File: src/hw/rtl/krt_pkg.sv
// Shared types and constants of the keyed record table.
`timescale 1ns / 1ps
`default_nettype none

package krt_pkg;

   localparam int CAPACITY = 64;
   localparam int IDX_W    = (CAPACITY > 1) ? $clog2(CAPACITY) : 1;
   localparam int CNT_W    = $clog2(CAPACITY + 1);
   localparam int SLOT_W   = 6;
   localparam int LIST_MAX = 64;
   localparam int LIST_W   = ((CNT_W > SLOT_W) ? CNT_W : SLOT_W) + 1;

   localparam logic [2:0] KIND_ADD    = 3'd0;
   localparam logic [2:0] KIND_LIST   = 3'd1;
   localparam logic [2:0] KIND_SEARCH = 3'd2;
   localparam logic [2:0] KIND_UPDATE = 3'd3;
   localparam logic [2:0] KIND_DELETE = 3'd4;

   localparam logic [1:0] STAT_OK    = 2'd0;
   localparam logic [1:0] STAT_MISS  = 2'd1;
   localparam logic [1:0] STAT_EMPTY = 2'd2;
   localparam logic [1:0] STAT_FULL  = 2'd3;

   typedef struct packed {
      logic [2:0]         kind;
      logic signed [31:0] record_key;
      logic [63:0]        name_tag;
      logic signed [31:0] amount;
      logic [31:0]        price_word;
   } req_type;

   typedef struct packed {
      logic [1:0]         status;
      logic [5:0]         slot;
      logic signed [31:0] out_key;
      logic [63:0]        out_name;
      logic signed [31:0] out_amount;
      logic [31:0]        out_price;
      logic               last;
   } rsp_type;

   typedef struct packed {
      logic signed [31:0] key;
      logic [63:0]        name;
      logic signed [31:0] amount;
      logic [31:0]        price;
   } rec_type;

   localparam int REC_W = $bits(rec_type);

   typedef struct packed {
      logic             rd_en;
      logic [IDX_W-1:0] rd_addr;
      logic             wr_en;
      logic [IDX_W-1:0] wr_addr;
      rec_type          wr_data;
   } ram_ctl_type;

endpackage

`default_nettype wire

File: src/hw/rtl/krt_seq.sv
// Sequencer of the record table: request latch, key compare, fill count, RAM control.
`timescale 1ns / 1ps
`default_nettype none

module krt_seq
   import krt_pkg::*;
(
   input  wire logic   clock,
   input  wire logic   reset,
   input  wire logic   req_valid,
   output logic        req_ready,
   input  wire req_type req_data,
   input  wire logic   out_free,
   output logic        rsp_load,
   output rsp_type     rsp_next,
   output ram_ctl_type ram_ctl,
   input  wire rec_type ram_rd_data
);

   typedef enum logic [3:0] {
      S_IDLE,
      S_STATUS,
      S_ADD,
      S_LIST_RD,
      S_LIST_WAIT,
      S_SCAN,
      S_HIT,
      S_SHIFT
   } state_type;

   state_type        state_ff, state_in;
   logic [CNT_W-1:0] fill_ff, fill_in;
   logic [CNT_W-1:0] idx_ff, idx_in;
   logic             pend_ff, pend_in;
   req_type          req_ff, req_in;
   logic [1:0]       status_ff, status_in;

   logic              key_hit;
   logic              list_last;
   logic [CNT_W:0]    shift_next;
   logic [CNT_W-1:0]  next_pos;

   assign key_hit    = pend_ff && (ram_rd_data.key == req_ff.record_key);
   assign list_last  = ((LIST_W'(idx_ff) + LIST_W'(1)) == LIST_W'(fill_ff))
                       || (LIST_W'(idx_ff) == LIST_W'(LIST_MAX - 1));
   assign shift_next = (CNT_W+1)'(idx_ff) + (CNT_W+1)'(2);
   assign next_pos   = idx_ff + CNT_W'(1);

   always_comb begin
      state_in  = state_ff;
      fill_in   = fill_ff;
      idx_in    = idx_ff;
      pend_in   = pend_ff;
      req_in    = req_ff;
      status_in = status_ff;
      req_ready = 1'b0;
      rsp_load  = 1'b0;
      rsp_next  = '0;
      ram_ctl   = '0;

      unique case (state_ff)
         S_IDLE: begin
            req_ready = 1'b1;
            if (req_valid) begin
               req_in  = req_data;
               idx_in  = '0;
               pend_in = 1'b0;
               unique case (req_data.kind) inside
                  KIND_ADD: begin
                     if (fill_ff == CNT_W'(CAPACITY)) begin
                        status_in = STAT_FULL;
                        state_in  = S_STATUS;
                     end else begin
                        state_in = S_ADD;
                     end
                  end
                  KIND_LIST: begin
                     if (fill_ff == '0) begin
                        status_in = STAT_EMPTY;
                        state_in  = S_STATUS;
                     end else begin
                        state_in = S_LIST_RD;
                     end
                  end
                  KIND_SEARCH, KIND_UPDATE, KIND_DELETE: begin
                     state_in = S_SCAN;
                  end
                  default: begin
                     state_in = S_IDLE;
                  end
               endcase
            end
         end

         S_STATUS: begin
            if (out_free) begin
               rsp_load        = 1'b1;
               rsp_next.status = status_ff;
               rsp_next.last   = 1'b1;
               state_in        = S_IDLE;
            end
         end

         S_ADD: begin
            if (out_free) begin
               ram_ctl.wr_en          = 1'b1;
               ram_ctl.wr_addr        = IDX_W'(fill_ff);
               ram_ctl.wr_data.key    = req_ff.record_key;
               ram_ctl.wr_data.name   = req_ff.name_tag;
               ram_ctl.wr_data.amount = req_ff.amount;
               ram_ctl.wr_data.price  = req_ff.price_word;
               rsp_load               = 1'b1;
               rsp_next.status        = STAT_OK;
               rsp_next.slot          = SLOT_W'(fill_ff);
               rsp_next.out_key       = req_ff.record_key;
               rsp_next.out_name      = req_ff.name_tag;
               rsp_next.out_amount    = req_ff.amount;
               rsp_next.out_price     = req_ff.price_word;
               rsp_next.last          = 1'b1;
               fill_in                = fill_ff + CNT_W'(1);
               state_in               = S_IDLE;
            end
         end

         S_LIST_RD: begin
            ram_ctl.rd_en   = 1'b1;
            ram_ctl.rd_addr = IDX_W'(idx_ff);
            state_in        = S_LIST_WAIT;
         end

         S_LIST_WAIT: begin
            // read data holds while the output stage is busy
            if (out_free) begin
               rsp_load            = 1'b1;
               rsp_next.status     = STAT_OK;
               rsp_next.slot       = SLOT_W'(idx_ff);
               rsp_next.out_key    = ram_rd_data.key;
               rsp_next.out_name   = ram_rd_data.name;
               rsp_next.out_amount = ram_rd_data.amount;
               rsp_next.out_price  = ram_rd_data.price;
               rsp_next.last       = list_last;
               if (list_last) begin
                  state_in = S_IDLE;
               end else begin
                  idx_in   = idx_ff + CNT_W'(1);
                  state_in = S_LIST_RD;
               end
            end
         end

         S_SCAN: begin
            // compare entry idx-1 while fetching entry idx
            if (key_hit) begin
               idx_in   = idx_ff - CNT_W'(1);
               state_in = S_HIT;
            end else if (idx_ff < fill_ff) begin
               ram_ctl.rd_en   = 1'b1;
               ram_ctl.rd_addr = IDX_W'(idx_ff);
               idx_in          = idx_ff + CNT_W'(1);
               pend_in         = 1'b1;
            end else begin
               status_in = STAT_MISS;
               state_in  = S_STATUS;
            end
         end

         S_HIT: begin
            if (out_free) begin
               rsp_load            = 1'b1;
               rsp_next.status     = STAT_OK;
               rsp_next.slot       = SLOT_W'(idx_ff);
               rsp_next.out_key    = ram_rd_data.key;
               rsp_next.out_name   = ram_rd_data.name;
               rsp_next.out_amount = ram_rd_data.amount;
               rsp_next.out_price  = ram_rd_data.price;
               rsp_next.last       = 1'b1;
               state_in            = S_IDLE;
               case (req_ff.kind)
                  KIND_UPDATE: begin
                     rsp_next.out_name      = req_ff.name_tag;
                     rsp_next.out_amount    = req_ff.amount;
                     rsp_next.out_price     = req_ff.price_word;
                     ram_ctl.wr_en          = 1'b1;
                     ram_ctl.wr_addr        = IDX_W'(idx_ff);
                     ram_ctl.wr_data.key    = ram_rd_data.key;
                     ram_ctl.wr_data.name   = req_ff.name_tag;
                     ram_ctl.wr_data.amount = req_ff.amount;
                     ram_ctl.wr_data.price  = req_ff.price_word;
                  end
                  KIND_DELETE: begin
                     if (next_pos < fill_ff) begin
                        ram_ctl.rd_en   = 1'b1;
                        ram_ctl.rd_addr = IDX_W'(next_pos);
                        state_in        = S_SHIFT;
                     end else begin
                        fill_in = fill_ff - CNT_W'(1);
                     end
                  end
                  default: begin
                     state_in = S_IDLE;
                  end
               endcase
            end
         end

         S_SHIFT: begin
            // move entry idx+1 down to idx, fetch idx+2
            ram_ctl.wr_en   = 1'b1;
            ram_ctl.wr_addr = IDX_W'(idx_ff);
            ram_ctl.wr_data = ram_rd_data;
            idx_in          = next_pos;
            if (shift_next < (CNT_W+1)'(fill_ff)) begin
               ram_ctl.rd_en   = 1'b1;
               ram_ctl.rd_addr = IDX_W'(shift_next);
            end else begin
               fill_in  = fill_ff - CNT_W'(1);
               state_in = S_IDLE;
            end
         end

         default: begin
            state_in = S_IDLE;
         end
      endcase
   end

   always_ff @(posedge clock) begin
      if (reset) begin
         state_ff <= S_IDLE;
         fill_ff  <= '0;
         pend_ff  <= 1'b0;
      end else begin
         state_ff  <= state_in;
         fill_ff   <= fill_in;
         pend_ff   <= pend_in;
         idx_ff    <= idx_in;
         req_ff    <= req_in;
         status_ff <= status_in;
      end
   end

endmodule

`default_nettype wire

File: config.mk
export PLATFORM = sky130hd
export DESIGN_NAME = krt_seq
export DESIGN_NICKNAME = d
export VERILOG_FILES = /design/src/hw/rtl/krt_pkg.sv /design/src/hw/rtl/krt_seq.sv
export SDC_FILE = /design/constraint.sdc
export NUM_CORES = 1
export LEC_CHECK = 0
export BUFFER_PORTS_ARGS = -buffer_cell sky130_fd_sc_hd__buf_4
export CAP_MARGIN = 20
export CORE_AREA = 2 2 264 266
export CTS_CLUSTER_DIAMETER = 60
export DETAILED_ROUTE_END_ITERATION = 7
export DIE_AREA = 0 0 266 268
export SLEW_MARGIN = 20
export SYNTH_ARGS = -nofsm -noshare
export SYNTH_HDL_FRONTEND = slang
export SYNTH_SLANG_ARGS = --single-unit
File: constraint.sdc
create_clock -name clock -period 18.7 [get_ports clock]
set_input_delay 2.805 -clock clock [delete_from_list [all_inputs] [get_ports clock]]
set_output_delay 2.805 -clock clock [all_outputs]
set_load 0.005 [all_outputs]
==> impl_metrics.ini, run 1 <==
[run_status]
status = completed

[setup_path]
required_ns = 15.89
cp-end-kind = primary output
crit_top_cell = buf_4
path_class = input port to primary output
slowest_delay_ns = 0.88
start_kind = input port
cp.arrival_ns = 6.29
timing.rr.end = idx_ff[3]
ff2ff_setup_slack_ns = 15.15
crit_family = buffers and inverters
slowest_stage = nand2b_4
ff2ff_path_depth = 10
r2r_start = idx_ff[2]
cp_cell_sequence = buf_4 > nor2b_1 > nor3b_2 > buf_4 > nand2b_4 > buf_12 > a22o_1 > buf_4
cp_max_fo = 180
crit_buf_inv = 4

[timing]
hold_viol_final = 0
grt_setup_unrepaired = no
tightest_slew_ns = 0.948
slew_headroom_pct = 36.8
slew_violations = 0
timing.fmax_mhz = 110
fin_worst_skew_ns = 0.0171
tns_ns = 0
setup_viol = 0
finalCriticalPeriod_ns = 9.09
fin_crit_sh_pct = 48.6

[logic_synthesis]
syn_area_per_cell_sq_um = 11.9
mappedNetlistArea_sq_mm = 0.0109
synthFlopType = edfxtp_1
ys_seq_area_share_pct = 49.4
async_flop_share_pct = 0
ys_warn_count = 0
synthCells = 913
synth_edf_count = 172
synth-seq-cells = 183
synth.distinct_cells = 63
syn-num-nets = 1271

[power]
power_density_mw_per_mm2 = 70.3
finalPower_mw = 1.23
ir_drop_mv = 0.0601
leakage_nw = 7.52

[routing]
drt_wl_total_mm = 52.9
dr_total_vias = 11000
viasPerCell = 4.55
wl_per_cell_microns = 21.8
drt-initial-drc-count = 699
ant_nets = 0
dr.pass1.iters = 6
drc = 0

[clock_tree]
postCtsSetupBuffers = 0
clock_path_buffers = 2
cts_resized = 0
root_buffer = clkbuf_16
cts-buffers-inserted = 17
clk_pin_slew_ns = 0.08
htree_levels = 4
clock_latency_ns = 0.50
cts_tree = done
holdBufCountCts = 0
cts_sinks = 183

[min_path]
worstHoldPathType = flip-flop to flip-flop
hp-start = fill_ff[6]
whs_path_depth = 2
worst_hold_path.endpoint = fill_ff[6]

[placement]
gp_congestion = 0.873
portBuffers = 671
dp_hpwl_mm = 41.9

[floorplan]
start_util_pct = 16.0
dieArea_sq_mm = 0.0713
core_area_sq_mm = 0.0682
die_y_microns = 268
rows = 96
ios = 672
chipWidth_microns = 266

[global_routing]
grt_pass1_vias = 10800
grt_max_degree = 181
gr-usage-all-layers_pct = 14.0
grt_first_pass_wirelength_mm = 73.1
antenna_found_initial = 8
grt_overflow = 0

[finish]
fin_nets = 1884
fillers = 7271
drive_above_1_share_pct = 47.6
multi_input_area_sq_mm = 0.00514
syn_to_final_growth_pct = 59.8
regArea_sq_mm = 0.00539

[flow_run]
maxCapViolations = 0
==> per-stage QoR <==
stage | setup WS, ns | cell area, sq um | util (%) | hold slack [ns] | instances
CTS | 9.68 | 17400 | 25.5 | 0.555 | 2421
floorplan | 3.70 | 10900 | - | 0.488 | 913
finish | 9.61 | 17400 | 25.6 | 0.551 | 2423
detailed placement | 9.69 | 16800 | 24.6 | 0.542 | 2389
global route | 9.39 | 17400 | 25.6 | 0.580 | 2423
global placement | 9.75 | 16800 | 24.6 | 0.530 | 2389
==> cell type report <==
type,count,area share [%]
clock buffers,17,2.44
flip-flops and latches,183,30.9
diodes,2,0.0287
inverters,14,0.301
clock inverters,15,1.09
multi-input cells,628,29.5
repair buffers,682,29.4
well taps,882,6.33
==> cell families after synthesis <==
kind of cell	after synthesis	synth area share (%)
adders and majority gates	31	3.62
AOI/OAI and AO/OA	406	31.3
muxes	10	0.929
buffers and inverters	102	3.82
xor gates and xnor gates	53	4.26
and+or+nand+nor	128	6.69
DFF	183	49.4
==> layer usage <==
metal	wire, microns	part of all wire [%]	GRT usage (%)	up-vias
li1	-	-	-	4956
met1	21100	40	17.4	5418
met2	25300	48	22.1	579
met3	5120	9.7	5.42	68
met4	1290	2.4	4.92	8
met5	47	0.089	0	-
==> synthesized netlist by cell type (4+ instances only) <==
cell,count,area (sq um)
o21ai_0,6,30.0
ha_1,30,375
a21oi_1,22,110
buf_1,8,30.0
nor2_1,39,146
mux2i_1,9,90.1
o21bai_1,4,30.0
nand3_1,13,65.1
and3_1,4,25.0
edfxtp_1,172,5160
nand2b_1,4,25.0
buf_2,24,120
xor2_1,19,166
inv_1,14,52.6
xnor2_1,34,298
clkbuf_1,55,206
a21o_1,9,67.6
nand4_1,6,37.5
nor3_1,5,25.0
dfxtp_1,11,220
a22o_1,333,2920
nand2_1,22,82.6
nor2b_1,5,31.3
and2_1,6,37.5
==> cell usage in the layout, fill, tap and decap left out, drive strengths merged, types with 4 or more instances in the layout <==
cell type and instances:
buf 682, a22o 333, edfxtp 172, nor2 39, xnor2 34, ha 30
inv 25, nand2 22, a21oi 22, xor2 19, clkbuf 17, nand3 13
dfxtp 11, a21o 9, mux2i 9, o21ai 9, nand4 7, and2 6
nor2b 5, nor3 5, nor3b 5, o21bai 4, and3 4, nand2b 4
or4 4, clkinv 4
==> state kept, by name, summed over array words and instances, names as in the netlist <==
| signal | cells |
|---|---|
| req_ff | 163 |
| fill_ff | 7 |
| idx_ff | 7 |
| state_ff | 3 |
| status_ff | 2 |
| pend_ff | 1 |
==> how the worst max path moves through the flow <==
| stage | depth (start not counted) | to | startpoint |
|---|---|---|---|
| 6_report | 8 | ram_ctl[39] | out_free |
| 5_1_grt | 8 | ram_ctl[61] | out_free |
| 4_1_cts | 8 | ram_ctl[61] | out_free |
| 3_5_place_dp | 8 | rsp_next[83] | out_free |
| 3_3_place_gp | 8 | ram_ctl[39] | out_free |
| 2_1_floorplan | 2 | req_ff[0] | reset |
==> where the power goes <==
group          switching, mW  internal [mW]  total [mW]
Clock                  0.211          0.185       0.396
Sequential            0.0379          0.497       0.534
Combinational          0.145          0.150       0.295
==> tightest hold or removal path: stages, from the launching register on <==
cell and delay, ns:
dfxtp_1 0.36, o21ai_0 0.09, a21oi_1 0.06
Power figures use the tool's default switching activity.
==> run 2: changes to the inputs <==
==> constraint.sdc (replaced) <==
create_clock -name clock -period 8.4 [get_ports clock]
set_input_delay 1.26 -clock clock [delete_from_list [all_inputs] [get_ports clock]]
set_output_delay 1.26 -clock clock [all_outputs]
set_load 0.005 [all_outputs]
==> run 2 against run 1 <==
Effect of this change:
- combinational power rose by 130%
- clock-buffer cell count did not move
- non-clock buffer count increased by 1
- global-route usage is 0.54 points higher
- setup slack worse by 6.9 ns
- cell count is 0.12% higher
- core utilization barely moved
- total power is 120% higher
- largest power group unchanged
- clock power grew 120%
==> impl_metrics.ini, run 2 (synthesis gave the netlist of run 1 again) <==
[routing]
dr.pass1.iters = 5
drt-initial-drc-count = 680
viasPerCell = 4.62
ant_nets = 0
drt_wl_total_mm = 55.2
drc = 0
wl_per_cell_microns = 22.8
dr_total_vias = 11200

[global_routing]
grt_overflow = 0
grt_first_pass_wirelength_mm = 75.3
gr-usage-all-layers_pct = 14.6
antenna_found_initial = 9
grt_pass1_vias = 11100
grt_max_degree = 159

[finish]
regArea_sq_mm = 0.00539
final_common_cell = buf_4
fin_nets = 1885
multi_input_area_sq_mm = 0.00514
final_cell_area_sq_mm = 0.0175
fillers = 7235
largest-register = req_ff
layout_common_cells = buf_4, a22o_1, edfxtp_1
drive_above_1_share_pct = 47.6
post-route-util_pct = 25.6
largest_reg_flops = 163
syn_to_final_growth_pct = 60.1
largestRegisters = req_ff (163), fill_ff (7), idx_ff (7)

[clock_tree]
clk_pin_slew_ns = 0.08
htree_levels = 4
cts-buffers-inserted = 17
root_buffer = clkbuf_16
clock_latency_ns = 0.49
holdBufCountCts = 0
cts_resized = 0
cts_tree = done
clock_path_buffers = 2
cts_sinks = 183
postCtsSetupBuffers = 0

[timing]
slew_headroom_pct = 27.9
finalCriticalPeriod_ns = 5.73
setup_viol = 0
grt_setup_unrepaired = no
tightest_slew_ns = 1.08
setup_slack_ns = 2.67
tns_ns = 0
timing.fmax_mhz = 174
hold_viol_final = 0
fin_worst_skew_ns = 0.0179
slew_violations = 0
fin_crit_sh_pct = 68.2

[floorplan]
dieArea_sq_mm = 0.0713
start_util_pct = 16.0
core_area_sq_mm = 0.0682
rows = 96
chipWidth_microns = 266
ios = 672
die_y_microns = 268

[setup_path]
required_ns = 7.14
cp-end-kind = primary output
start_kind = input port
path_class = input port to primary output
cp_max_fo = 158
cp.arrival_ns = 4.47

[min_path]
worstHoldPathType = flip-flop to flip-flop

[power]
finalPower_mw = 2.73
leakage_nw = 7.52
power_density_mw_per_mm2 = 156
ir_drop_mv = 0.112

[placement]
post_dp_cell_area_sq_mm = 0.0168
dp_slack_ns = 2.74
portBuffers = 671
dp_hpwl_mm = 43.4
gp_congestion = 0.941

[flow_run]
maxCapViolations = 0

[run_status]
status = completed
run 2: changes by cell type in the layout (fill, tap and decap cells not counted):
cell and change:
clkinv_4 +1, nor3_2 -1, inv_12 -2, diode_2 +2, inv_6 +2, nor3_4 +1
clkinv_2 -1, buf_12 +1, inv_8 -2, clkinv_8 +2
run 2: final cells by class:
| type | count | area share [%] |
|---|---|---|
| Tap cell | 882 | 6.32 |
| Multi-Input combinational cell | 628 | 29.5 |
| Inverter | 14 | 0.301 |
| Clock inverter | 15 | 1.08 |
| Clock buffer | 17 | 2.44 |
| Sequential cell | 183 | 30.8 |
| Timing Repair Buffer | 683 | 29.5 |
| Antenna cell | 4 | 0.0573 |
run 2: path summary, 6_finish.rpt:
path         slack (ns)            to  cells after the start       start
max                2.67  rsp_next[27]                      8    out_free
min                0.57    fill_ff[6]                      2  fill_ff[6]
max reg2reg        4.80     idx_ff[5]                     10   idx_ff[2]
min reg2reg        0.57    fill_ff[6]                      2  fill_ff[6]
run 2: power by group:
group	switching, mW	internal, mW
Combinational	0.341	0.334
Clock	0.458	0.409
Sequential	0.0838	1.11
Total	0.883	1.85
run 2: critical path, cell delays in order:
cell and delay (ns):
buf_4 0.14, nor2b_1 0.24, nor3b_2 0.26, buf_4 0.68
nand2b_4 0.65, buf_12 0.45, a22o_1 0.35, buf_4 0.14
run 2: through the flow:
step,hold slack (ns),std cells
2_1_floorplan,0.488,913
3_3_place_gp,0.544,2390
3_5_place_dp,0.554,2390
4_1_cts,0.567,2422
5_1_grt,0.638,2425
6_report,0.571,2426
run 2: metal layers:
layer	track usage (%)	wire length (microns)	up-vias
met1	18.6	22900	5512
met4	6.23	1850	6
met2	22.7	25700	636
met5	0	37	-
met3	4.51	4710	92
li1	-	-	4958
