--- src/hw/rtl/krt_ram.sv ---
// Generic single-write, single-read RAM with registered read data.
`timescale 1ns / 1ps
`default_nettype none

module krt_ram #(
   parameter int WIDTH = 8,
   parameter int DEPTH = 16
) (
   input  wire logic                                      clock,
   input  wire logic                                      wr_en,
   input  wire logic [((DEPTH > 1) ? $clog2(DEPTH) : 1)-1:0] wr_addr,
   input  wire logic [WIDTH-1:0]                          wr_data,
   input  wire logic                                      rd_en,
   input  wire logic [((DEPTH > 1) ? $clog2(DEPTH) : 1)-1:0] rd_addr,
   output logic [WIDTH-1:0]                               rd_data
);

   logic [WIDTH-1:0] mem [DEPTH];
   logic [WIDTH-1:0] rd_data_ff;

   always_ff @(posedge clock) begin
      if (wr_en) begin
         mem[wr_addr] <= wr_data;
      end
      if (rd_en) begin
         rd_data_ff <= mem[rd_addr];
      end
   end

   assign rd_data = rd_data_ff;

endmodule

`default_nettype wire

--- config.mk ---
export PLATFORM = sky130hd
export DESIGN_NAME = krt_ram
export DESIGN_NICKNAME = d
export VERILOG_FILES = /design/src/hw/rtl/krt_ram.sv
export SDC_FILE = /design/constraint.sdc
export NUM_CORES = 1
export LEC_CHECK = 0
export ABC_AREA = 1
export ABC_CLOCK_PERIOD_IN_PS = 2200
export BUFFER_PORTS_ARGS = -buffer_cell sky130_fd_sc_hd__buf_2
export CAP_MARGIN = 20
export CELL_PAD_IN_SITES_DETAIL_PLACEMENT = 0
export CELL_PAD_IN_SITES_GLOBAL_PLACEMENT = 1
export CORE_MARGIN = 2
export CORE_UTILIZATION = 35
export CTS_BUF_LIST = sky130_fd_sc_hd__clkbuf_4 sky130_fd_sc_hd__clkbuf_8
export DETAILED_ROUTE_END_ITERATION = 10
export PLACE_DENSITY = 0.71
export SYNTH_ARGS = -nofsm -noshare
export SYNTH_HDL_FRONTEND = slang
export SYNTH_SLANG_ARGS = --single-unit
--- constraint.sdc ---
create_clock -name clock -period 2.2 [get_ports clock]
set_input_delay 0.44 -clock clock [delete_from_list [all_inputs] [get_ports clock]]
set_output_delay 0.44 -clock clock [all_outputs]
set_load 0.01 [all_outputs]
==> impl_results.md, run 1 <==
- Critical Path AT: 1040 ps
- Final Critical Period: 1480 ps
- Diode count: 0
- Clock Power Share: 42.2%
- Final Hold Fails: 0
- Routed vias: 3755
- Gpl congestion: 0.815
- Post-route clock skew: 10.3 ps
- Leading area contributor after synthesis: edfxtp_1
- MaxCap Viol Count: 0
- Top cells by area, synth: edfxtp_1 (70%), nand2_1 (11%), nand3_1 (8.3%)
- R2R Setup Slk: 920 ps
- First-pass GRT wire length: 20700 µm
- Crit path max-delay cell type: edfxtp_1
- Final nets: 608
- Adder-cell share of the synthesized area: 0%
- Post-synthesis cell type count: 11
- Post-CTS setup buffer count: 0
- DIE AREA: 17800 µm²
- Worst Setup EP: rd_data[6]
- CTS root buf: clkbuf_8
- Post-synthesis sequential area ratio: 69.8%
- DR WL/cell: 16.2 µm
- Max Slew Vio Count: 0
- Max Fanout on Critical Path: 1
- Sequential cell area: 4080 µm²
- Final period utilization: 67.3%
- # port buffers: 26
- Largest net degree at the start of global routing: 65
- Placed Area: 6250 µm²
- Internal Pwr Total: 4.48 mW
- Row Count: 47
- Largest family of logic cells by synthesized area: simple AND/OR/NAND/NOR gates
- Switching Fraction: 21.3%
- Initial antenna violation count: 0
- Setup Total Neg Slack: 0 ps
- Post-Syn Nets: 570
- Worst EP required: 1760 ps
- DP HPWL: 8270 µm
- TritonCTS clock tree: yes
- GRT Resource Usage Total: 15.9%
- Slowest stage delay, CP: 420 ps
- Cell family with most CP delay: flip-flops
- Simple-Gate Fraction of Synth Area: 20.8%
- Multiplexer share of the synthesized area: 0%
- Top cell type's share of synthesized area: 69.8%
- Gr ovfl total: 0
- Clock sink count: 136
- Die Ht: 133 µm
- Synthesis-to-layout area growth: 14.9%
- Reg power frac: 51.5%
- Total power: 5.70 mW
- H-tree levels: 4
- CP Buf/Inv Count: 1
- #FFs+latches synth: 136
- DR DRC count: 0
- RR Endpoint: rd_data[2]$_DFFE_PP_
- Clock Latency Late Sink: 450 ps
- Clock slew at reported path FFs: 80 ps
- First drt pass iteration count: 4
- Peak Freq: 675 MHz
- Synth Area in XOR/XNOR: 0%
- RSZ-0062 raised after global routing: false
- Mean area per synthesized cell: 10.6 µm²
- Critical-path cell list: buf_2
- Layout cell share with drive strength beyond 1: 12.5%
- WS Path Type: flip-flop to primary output
- Synth Area in Compound Gates: 0%
- Final hold slack: 353 ps
- TritonCTS Buffers: 17
- Setup violators final: 0
- Post-DRT Antenna Nets: 0
- Crit path from: rd_data[6]$_DFFE_PP_
- Via density: 4.57
- Detailed Route WL: 13300 µm
- Worst Tran Pin Value: 817 ps
- Psw: 1.21 mW
- Fillers: 1591
- Layout Cell Area excl Fill: 6720 µm²
- Comb power frac: 6.3%
- CTS Hold Buffers Added: 0
- Initial DRC count: 305
- Die W: 133 µm
- Initial Util: 35.5%
- Pwr dens: 848 nW/µm²
- Outcome: completed
- Area of the multi-input gates: 1210 µm²
- Worst path depth: 1
- Post-Syn Area: 5850 µm²
- Leakage: 2.85 nW
- Hold Crit Class: input port to flip-flop
- Cells on worst reg2reg path: 6
- # resized after CTS: 0
- Slew headroom: 45.3%
- Critical Path Start Type: flip-flop
- Clock tree buffer depth: 2
- Worst vdd ir: 399 µV
- I/O pin total: 27
- Core Region: 16500 µm²
- Mapped Cells: 551
- YS warnings: 0
- FF-to-FF Start: mem[8][2]$_DFFE_PP_
- Vias in the first global route: 3598
- Crit end category: primary output
synth_stat cells:
| master | number |
|---|---|
| buf_1 | 1 |
| nand3_1 | 97 |
| inv_2 | 2 |
| edfxtp_1 | 136 |
| buf_6 | 6 |
| inv_1 | 100 |
| nand3b_1 | 2 |
| nand2_1 | 173 |
| buf_2 | 13 |
| nor2_1 | 17 |
| buf_4 | 4 |
state kept, by name (all words and copies together), names as in the netlist:
name	cells
mem	128
rd_data	8
power groups by stage:
stage / clock, mW / combinational [mW] / sequential [mW]
CTS: 2.44 / 0.361 / 2.93
finish: 2.41 / 0.358 / 2.93
detailed placement: 0 / 0.359 / 2.99
floorplan: 0 / 0.205 / 2.99
global placement: 0 / 0.358 / 2.99
global route: 2.55 / 0.400 / 2.94
routing by layer:
| metal | track usage [%] | up-vias | wire length [µm] |
|---|---|---|---|
| li1 | - | 1851 | - |
| met1 | 21.7 | 1788 | 6410 |
| met2 | 24.0 | 94 | 6000 |
| met3 | 4.00 | 22 | 585 |
| met4 | 7.09 | 0 | 293 |
| met5 | 0 | - | 0 |
per-stage QoR:
stage	util, %	cells	setup WS [ps]
6_report	40.8	821	719
5_1_grt	40.8	821	680
4_1_cts	40.8	821	696
3_5_place_dp	38.0	790	366
3_3_place_gp	38.0	790	377
2_1_floorplan	-	551	809
cell usage in the layout, fill, tap and decap left out, drive strengths merged:
cell type and n:
nand3 97, nand2 173, nor2 17, clkbuf 18, edfxtp 136, bufinv 6, buf 43, clkinvlp 4
inv 102, clkinv 3, nand3b 2
layout make-up:
type                    count  area share, %
repair buffers             43           4.39
multi-input cells         289           18.1
clock inverters            13           3.39
clock buffers              18           3.59
inverters                 102           5.70
flip-flops and latches    136           60.8
well taps                 220           4.10
worst min-delay path by stage:
stage | startpoint | end | slack [ps] | cells after the start
2_1_floorplan | wr_data[0] | mem[0][0]$_DFFE_PP_ | 540 | 0
3_3_place_gp | mem[6][7]$_DFFE_PP_ | rd_data[7]$_DFFE_PP_ | 740 | 6
3_5_place_dp | mem[7][7]$_DFFE_PP_ | rd_data[7]$_DFFE_PP_ | 730 | 6
4_1_cts | rd_en | rd_data[4]$_DFFE_PP_ | 330 | 1
5_1_grt | rd_en | rd_data[6]$_DFFE_PP_ | 330 | 1
6_report | rd_en | rd_data[4]$_DFFE_PP_ | 350 | 1
logic make-up after synthesis:
family	Yosys count
buf+inv	126
flops	136
simple gates	289
Power figures use the tool's default switching activity.
==> run 2, diff against run 1 <==
--- a/config.mk
+++ b/config.mk
@@ -5,8 +5,8 @@
 export SDC_FILE = /design/constraint.sdc
 export NUM_CORES = 1
 export LEC_CHECK = 0
-export ABC_AREA = 1
-export ABC_CLOCK_PERIOD_IN_PS = 2200
+export ABC_AREA = 0
+export ABC_CLOCK_PERIOD_IN_PS = 1500
 export BUFFER_PORTS_ARGS = -buffer_cell sky130_fd_sc_hd__buf_2
 export CAP_MARGIN = 20
 export CELL_PAD_IN_SITES_DETAIL_PLACEMENT = 0
@@ -15,7 +15,7 @@
 export CORE_UTILIZATION = 35
 export CTS_BUF_LIST = sky130_fd_sc_hd__clkbuf_4 sky130_fd_sc_hd__clkbuf_8
 export DETAILED_ROUTE_END_ITERATION = 10
-export PLACE_DENSITY = 0.71
+export PLACE_DENSITY = 0.66
 export SYNTH_ARGS = -nofsm -noshare
 export SYNTH_HDL_FRONTEND = slang
 export SYNTH_SLANG_ARGS = --single-unit
==> constraint.sdc (replaced) <==
create_clock -name clock -period 1.5 [get_ports clock]
set_input_delay 0.3 -clock clock [delete_from_list [all_inputs] [get_ports clock]]
set_output_delay 0.3 -clock clock [all_outputs]
set_load 0.01 [all_outputs]
==> impl_results.md, run 2 <==
- Crit end category: flip-flop
- Leading area contributor after synthesis: edfxtp_1
- Core Region: 14600 µm² (-11%)
- Post-route clock skew: 9.26 ps (-1.07 ps)
- Critical Path Start Type: flip-flop
- Diode count: 0 (unchanged)
- Worst vdd ir: 608 µV (+52%)
- Max Slew Vio Count: 0 (unchanged)
- Slowest stage delay, CP: 470 ps (+50 ps)
- Finished Core Util: 41.8% (+1.0 points)
- Most common cell after layout, fill and taps aside: edfxtp_1
- H-tree levels: 4 (unchanged)
- YS warnings: 0 (unchanged)
- Top sig layer: met4
- Pwr dens: 1250 nW/µm² (+47%)
- Post-DRT Antenna Nets: 0 (unchanged)
- DR DRC count: 0 (unchanged)
- DIE AREA: 15900 µm² (-10%)
- Clock tree buffer depth: 2 (unchanged)
- Clock slew at reported path FFs: 80 ps (about the same)
- Total power: 7.62 mW (+34%)
- Fillers: 1256 (-21%)
- Synthesis-to-layout area growth: 16.7%
- Crit path max-delay cell type: mux4_2
- Ys async rst share: 0% (unchanged)
- Row Count: 44 (-6.4%)
- DP HPWL: 6490 µm (-22%)
- Metal2 WL: 4930 µm (-18%)
- Post-Syn Area: 5230 µm² (-11%)
- Max Fanout on Critical Path: 1 (unchanged)
- Metal-1 WL: 4580 µm (-29%)
- Post-synthesis sequential area ratio: 78.1% (+8.3 points)
- Cell family with most CP delay: multiplexers
- Post-Syn Nets: 248 (-56%)
- Worst EP required: 1660 ps (-100 ps)
- Final hold slack: 254 ps (-98.8 ps)
- Gpl congestion: 0.726 (-11%)
- Top-count cell post-synth: edfxtp_1
- Via density: 5.01 (+9.5%)
- Main flop type after synthesis: edfxtp_1
- Top cells by area, synth: edfxtp_1 (78%), mux4_2 (7.8%), mux4_1 (7.0%)
- Clock sink count: 136 (unchanged)
- Worst Tran Pin Value: 842 ps (+25.1 ps)
- Final Hold Fails: 0 (unchanged)
- WS Path Type: flip-flop to flip-flop
- Final Critical Period: 1430 ps
- Critical-path cell list: mux4_2 > a22oi_1 > nand2_1
- Post-synth top cells: edfxtp_1 (136), mux4_2 (18), a22oi_1 (16)
- TritonCTS Buffers: 17 (unchanged)
- Die W: 126 µm (-5.3%)
- Routed vias: 2434 (-35%)
- Most frequent cells in the layout: edfxtp_1 (136), mux4_2 (31), buf_2 (26)
- Met3 wire length: 594 µm (+1.5%)
- # port buffers: 26 (unchanged)
- First drt pass iteration count: 6 (+2)
- CP Buf/Inv Count: 0 (-1)
- CTS root buf: clkbuf_8
- GRT Resource Usage Total: 13.8% (-2.1 points)
- Setup violators final: 0 (unchanged)
- Clock Latency Late Sink: 410 ps (-40 ps)
- Initial antenna violation count: 0 (unchanged)
- Post-placement cell count: 454 (-43%)
- Mapped Cells: 229 (-58%)
- Initial DRC count: 248 (-19%)
- Outcome: completed
- Hold Crit Class: input port to flip-flop
- TritonCTS clock tree: yes
- Initial Util: 35.8% (+0.32 points)
- DR WL/cell: 20.9 µm (+29%)
- Max FFs per register: 128 (unchanged)
- Largest net degree at the start of global routing: 21 (-68%)
- Mean area per synthesized cell: 22.8 µm² (+120%)
- Peak Freq: 700 MHz
- Number of synthesized flops with an enable pin: 136 (unchanged)
- Vias in the first global route: 2605 (-28%)
- RSZ-0062 raised after global routing: false
- Post-CTS setup buffer count: 0 (unchanged)
- Final Non-Filler Cells: 486 (-41%)
- I/O pin total: 27 (unchanged)
- Die Ht: 126 µm (-5.3%)
- First-pass GRT wire length: 15800 µm (-24%)
- Detailed Route WL: 10200 µm (-24%)
- Leakage: 1.99 nW (-30%)
- Top reg by flops: mem
- Top cell type's share of synthesized area: 78.1% (+8.3 points)
- Post-synthesis cell type count: 18 (+7)
- #FFs+latches synth: 136 (unchanged)
- Layout cell share with drive strength beyond 1: 39.1% (+27 points)
- Slew headroom: 43.6% (-1.7 points)
- MaxCap Viol Count: 0 (unchanged)
- Final nets: 308 (-49%)
- Critical Path AT: 1580 ps (+540 ps)
- Gr ovfl total: 0 (unchanged)
- Final period utilization: 95.3%
-- run 2: changes by cell type in the layout (fill, tap and decap cells not counted), sizes merged, moves of 4 or more --
cell / delta
nor3: +4
a22oi: +16
bufinv: -4
inv: -98
nand3: -96
nand2: -164
mux4: +32
buf: +8
nor2: -4
-- run 2: worst paths after layout --
| path | endpoint | start | cells after the start | slack, ps |
|---|---|---|---|---|
| hold / removal | rd_data[7]$_DFFE_PP_ | rd_en | 1 | 250 |
| hold reg to reg | rd_data[7]$_DFFE_PP_ | mem[14][7]$_DFFE_PP_ | 3 | 750 |
| setup / recovery | rd_data[2]$_DFFE_PP_ | mem[11][2]$_DFFE_PP_ | 3 | 70 |
| setup reg to reg | rd_data[2]$_DFFE_PP_ | mem[11][2]$_DFFE_PP_ | 3 | 70 |
-- run 2: cell families (layout without fill, tap and decap cells) --
family                 after synthesis  in the layout  share of synthesized area, %
and+or+nand+nor                     35             35                          3.14
DFF                                136            136                          78.1
muxes                               32             32                          14.8
buffers and inverters               10             83                          1.65
AOI/OAI and AO/OA                   16             16                          2.30
-- run 2: report_power, final --
group          leakage, nW  total, mW  internal, mW  switching (mW)
clock                0.187       2.89          1.51            1.38
combinational        0.569      0.429         0.191           0.238
sequential            1.24       4.30          4.28          0.0242
total                 1.99       7.62          5.97            1.64
-- run 2: per-stage QoR --
stage / setup slack (ps) / TNS [ps] / instance area (µm²)
after CTS: 12.1 / 0 / 6090
after global placement: -361 / -4380 / 5700
after detailed placement: -364 / -4760 / 5700
after floorplan: -66.1 / -1990 / 5220
after global routing: 12.3 / 0 / 6100
final: 70.6 / 0 / 6100
-- run 2: layout make-up --
class	instances	area [µm²]	area share [%]
Multi-Input combinational cell	83	1030	16.9
Sequential cell	136	4080	67.0
Clock inverter	14	148	2.42
Clock buffer	18	241	3.96
Tap cell	184	230	3.77
Timing Repair Buffer	51	368	6.03
-- run 2: timing repair --
| item | 4_1_cts | 5_1_grt |
|---|---|---|
| hold buffers | 0 | 0 |
| gates resized for setup | 1 | 2 |
| pin swaps | 0 | 0 |
| setup endpoints to repair | 1 | 2 |
-- run 2: routing by layer --
metal  vias up  GRT usage (%)
li1       1089              -
met1      1271           18.8
met2        67           21.4
met3         7           4.80
met4         0           3.49
met5         -              0
==> run 3, diff against run 2 <==
--- a/config.mk
+++ b/config.mk
@@ -6,9 +6,8 @@
 export NUM_CORES = 1
 export LEC_CHECK = 0
 export ABC_AREA = 0
-export ABC_CLOCK_PERIOD_IN_PS = 1500
+export ABC_CLOCK_PERIOD_IN_PS = 1480
 export BUFFER_PORTS_ARGS = -buffer_cell sky130_fd_sc_hd__buf_2
-export CAP_MARGIN = 20
 export CELL_PAD_IN_SITES_DETAIL_PLACEMENT = 0
 export CELL_PAD_IN_SITES_GLOBAL_PLACEMENT = 1
 export CORE_MARGIN = 2
==> constraint.sdc (replaced) <==
create_clock -name clock -period 1.48 [get_ports clock]
set_input_delay 0.296 -clock clock [delete_from_list [all_inputs] [get_ports clock]]
set_output_delay 0.296 -clock clock [all_outputs]
set_load 0.01 [all_outputs]
==> impl_results.md, run 3 (synthesis gave the netlist of run 2 again) <==
- Outcome: completed
- Crit end category: flip-flop
- Metal2 WL: 4970 µm (+0.77%)
- Met3 wire length: 829 µm (+40%)
- Peak Freq: 689 MHz (-1.6%)
- Diode count: 0 (unchanged)
- TritonCTS clock tree: yes
- First drt pass iteration count: 4 (-2)
- Hold Startpoint: rd_en
- Most frequent cells in the layout: edfxtp_1 (136), mux4_2 (31), buf_2 (26)
- Layout cell share with drive strength beyond 1: 39.9% (+0.86 points)
- Top reg by flops: mem
- Worst vdd ir: 574 µV (-5.7%)
- Final Hold Fails: 0 (unchanged)
- Post-DRT Antenna Nets: 0 (unchanged)
- Row Count: 44 (unchanged)
- Setup Total Neg Slack: 0 ps (unchanged)
- Hold endpoint: rd_data[2]$_DFFE_PP_
- R2R Setup Slk: 30 ps (-40 ps)
- Post-placement cell count: 456 (+0.44%)
- Via density: 5.05 (+0.82%)
- Layout Cell Area excl Fill: 6210 µm² (+1.8%)
- TritonCTS Buffers: 17 (unchanged)
- Die Ht: 126 µm (unchanged)
- Placed Area: 5750 µm² (+0.88%)
- Critical Path Start Type: flip-flop
- Post-CTS setup buffer count: 0 (unchanged)
- Final hold slack: 254 ps (-0.204 ps)
- Routed vias: 2459 (+1.0%)
- Synthesis-to-layout area growth: 18.8%
- DR DRC count: 0 (unchanged)
- Clock slew at reported path FFs: 80 ps (about the same)
- Fillers: 1241 (-1.2%)
- Die W: 126 µm (unchanged)
- Leakage: 2.04 nW (+2.2%)
- DR WL/cell: 21.2 µm (+1.6%)
- Cells on worst reg2reg path: 3 (unchanged)
- Detailed Route WL: 10300 µm (+1.8%)
- RR Endpoint: rd_data[7]$_DFFE_PP_
- First-pass GRT wire length: 16100 µm (+2.0%)
- Worst Tran Pin Value: 928 ps (+85.5 ps)
- Area of the multi-input gates: 1050 µm² (+1.9%)
- Critical Path AT: 1620 ps (+40 ps)
- RSZ-0062 raised after global routing: false
- Hold depth: 1 (unchanged)
- CTS root buf: clkbuf_8
- DIE AREA: 15900 µm² (unchanged)
- Initial antenna violation count: 0 (unchanged)
- Core Region: 14600 µm² (unchanged)
- Sequential cell area: 4080 µm² (unchanged)
- Final Critical Period: 1450 ps (+22.7 ps)
- Clock sink count: 136 (unchanged)
- Metal-1 WL: 4470 µm (-2.3%)
- Most common cell after layout, fill and taps aside: edfxtp_1
- MaxCap Viol Count: 0 (unchanged)
- Final period utilization: 98.1% (+2.8 points)
- WS Path Type: flip-flop to flip-flop
- Clock Latency Late Sink: 420 ps (about the same)
- I/O pin total: 27 (unchanged)
- Max FFs per register: 128 (unchanged)
- Setup violators final: 0 (unchanged)
- Final Non-Filler Cells: 487 (+0.21%)
- Clock tree buffer depth: 2 (unchanged)
- Slew headroom: 38.0% (-5.6 points)
- Post-route clock skew: 9.90 ps (+0.638 ps)
- Gr ovfl total: 0 (unchanged)
- DP HPWL: 6820 µm (+5.2%)
- Hold Crit Class: input port to flip-flop
- Largest net degree at the start of global routing: 17 (-19%)
- Max Slew Vio Count: 0 (unchanged)
- Pwr dens: 1310 nW/µm² (+5.1%)
- Vias in the first global route: 2628 (+0.88%)
- GRT Resource Usage Total: 14.0% (+0.24 points)
- Gpl congestion: 0.752 (+3.6%)
- Top sig layer: met4
- FF-to-FF Start: mem[2][7]$_DFFE_PP_
- # port buffers: 26 (unchanged)
- Max Fanout on Critical Path: 1 (unchanged)
- H-tree levels: 4 (unchanged)
- Initial DRC count: 250 (+0.81%)
- Worst EP required: 1650 ps (about the same)
- CTS Hold Buffers Added: 0 (unchanged)
- Final nets: 310 (+0.65%)
- Total power: 8.15 mW (+7.0%)
- Initial Util: 35.8% (unchanged)
==> run 3: repair_timing <==
action                                 in CTS  in global routing
setup endpoints to repair                   1                  4
endpoints found under the hold margin       0                  0
gates resized for setup                     1                  4
==> run 3: area by class of cell <==
cell class	instances	area share [%]
tap	184	3.71
timing repair buffer	53	6.57
clock inverter	14	3.32
sequential	136	65.8
multi-input combinational	83	16.9
clock buffer	17	3.77
==> run 3: worst max path at each step <==
stage,cells after the start,slack [ps],to,from
6_report,3,30,rd_data[7]$_DFFE_PP_,mem[2][7]$_DFFE_PP_
5_1_grt,3,5,rd_data[5]$_DFFE_PP_,mem[11][5]$_DFFE_PP_
4_1_cts,3,20,rd_data[4]$_DFFE_PP_,mem[3][4]$_DFFE_PP_
3_5_place_dp,5,-350,rd_data[1]$_DFFE_PP_,rd_addr[0]
3_3_place_gp,5,-350,rd_data[1]$_DFFE_PP_,rd_addr[0]
2_1_floorplan,2,-80,mem[3][0]$_DFFE_PP_,wr_addr[2]
==> run 3: worst max-delay path: stages, from the launching register on <==
cell and delay (ps):
edfxtp_1 370, mux4_2 470, a22oi_1 290, nand2_1 90
==> run 3: routing by layer <==
metal	global-route usage, %	vias to the layer above
met4	4.46	0
met2	21.8	109
met1	19.4	1261
met5	0	-
li1	-	1084
met3	3.95	5
==> run 3: power by group <==
part	internal [mW]	total, mW	leakage, nW	switching [mW]
Clock	1.98	3.34	0.210	1.36
Sequential	4.33	4.36	1.24	0.0228
Combinational	0.202	0.453	0.590	0.251
Total	6.52	8.15	2.04	1.63
==> run 3: stage by stage <==
stage                     setup slack [ps]  utilization [%]
after global routing                  4.85             42.6
final                                 27.9             42.6
after CTS                             20.1             42.4
after floorplan                      -82.1                -
after detailed placement              -349             39.4
after global placement                -345             39.4
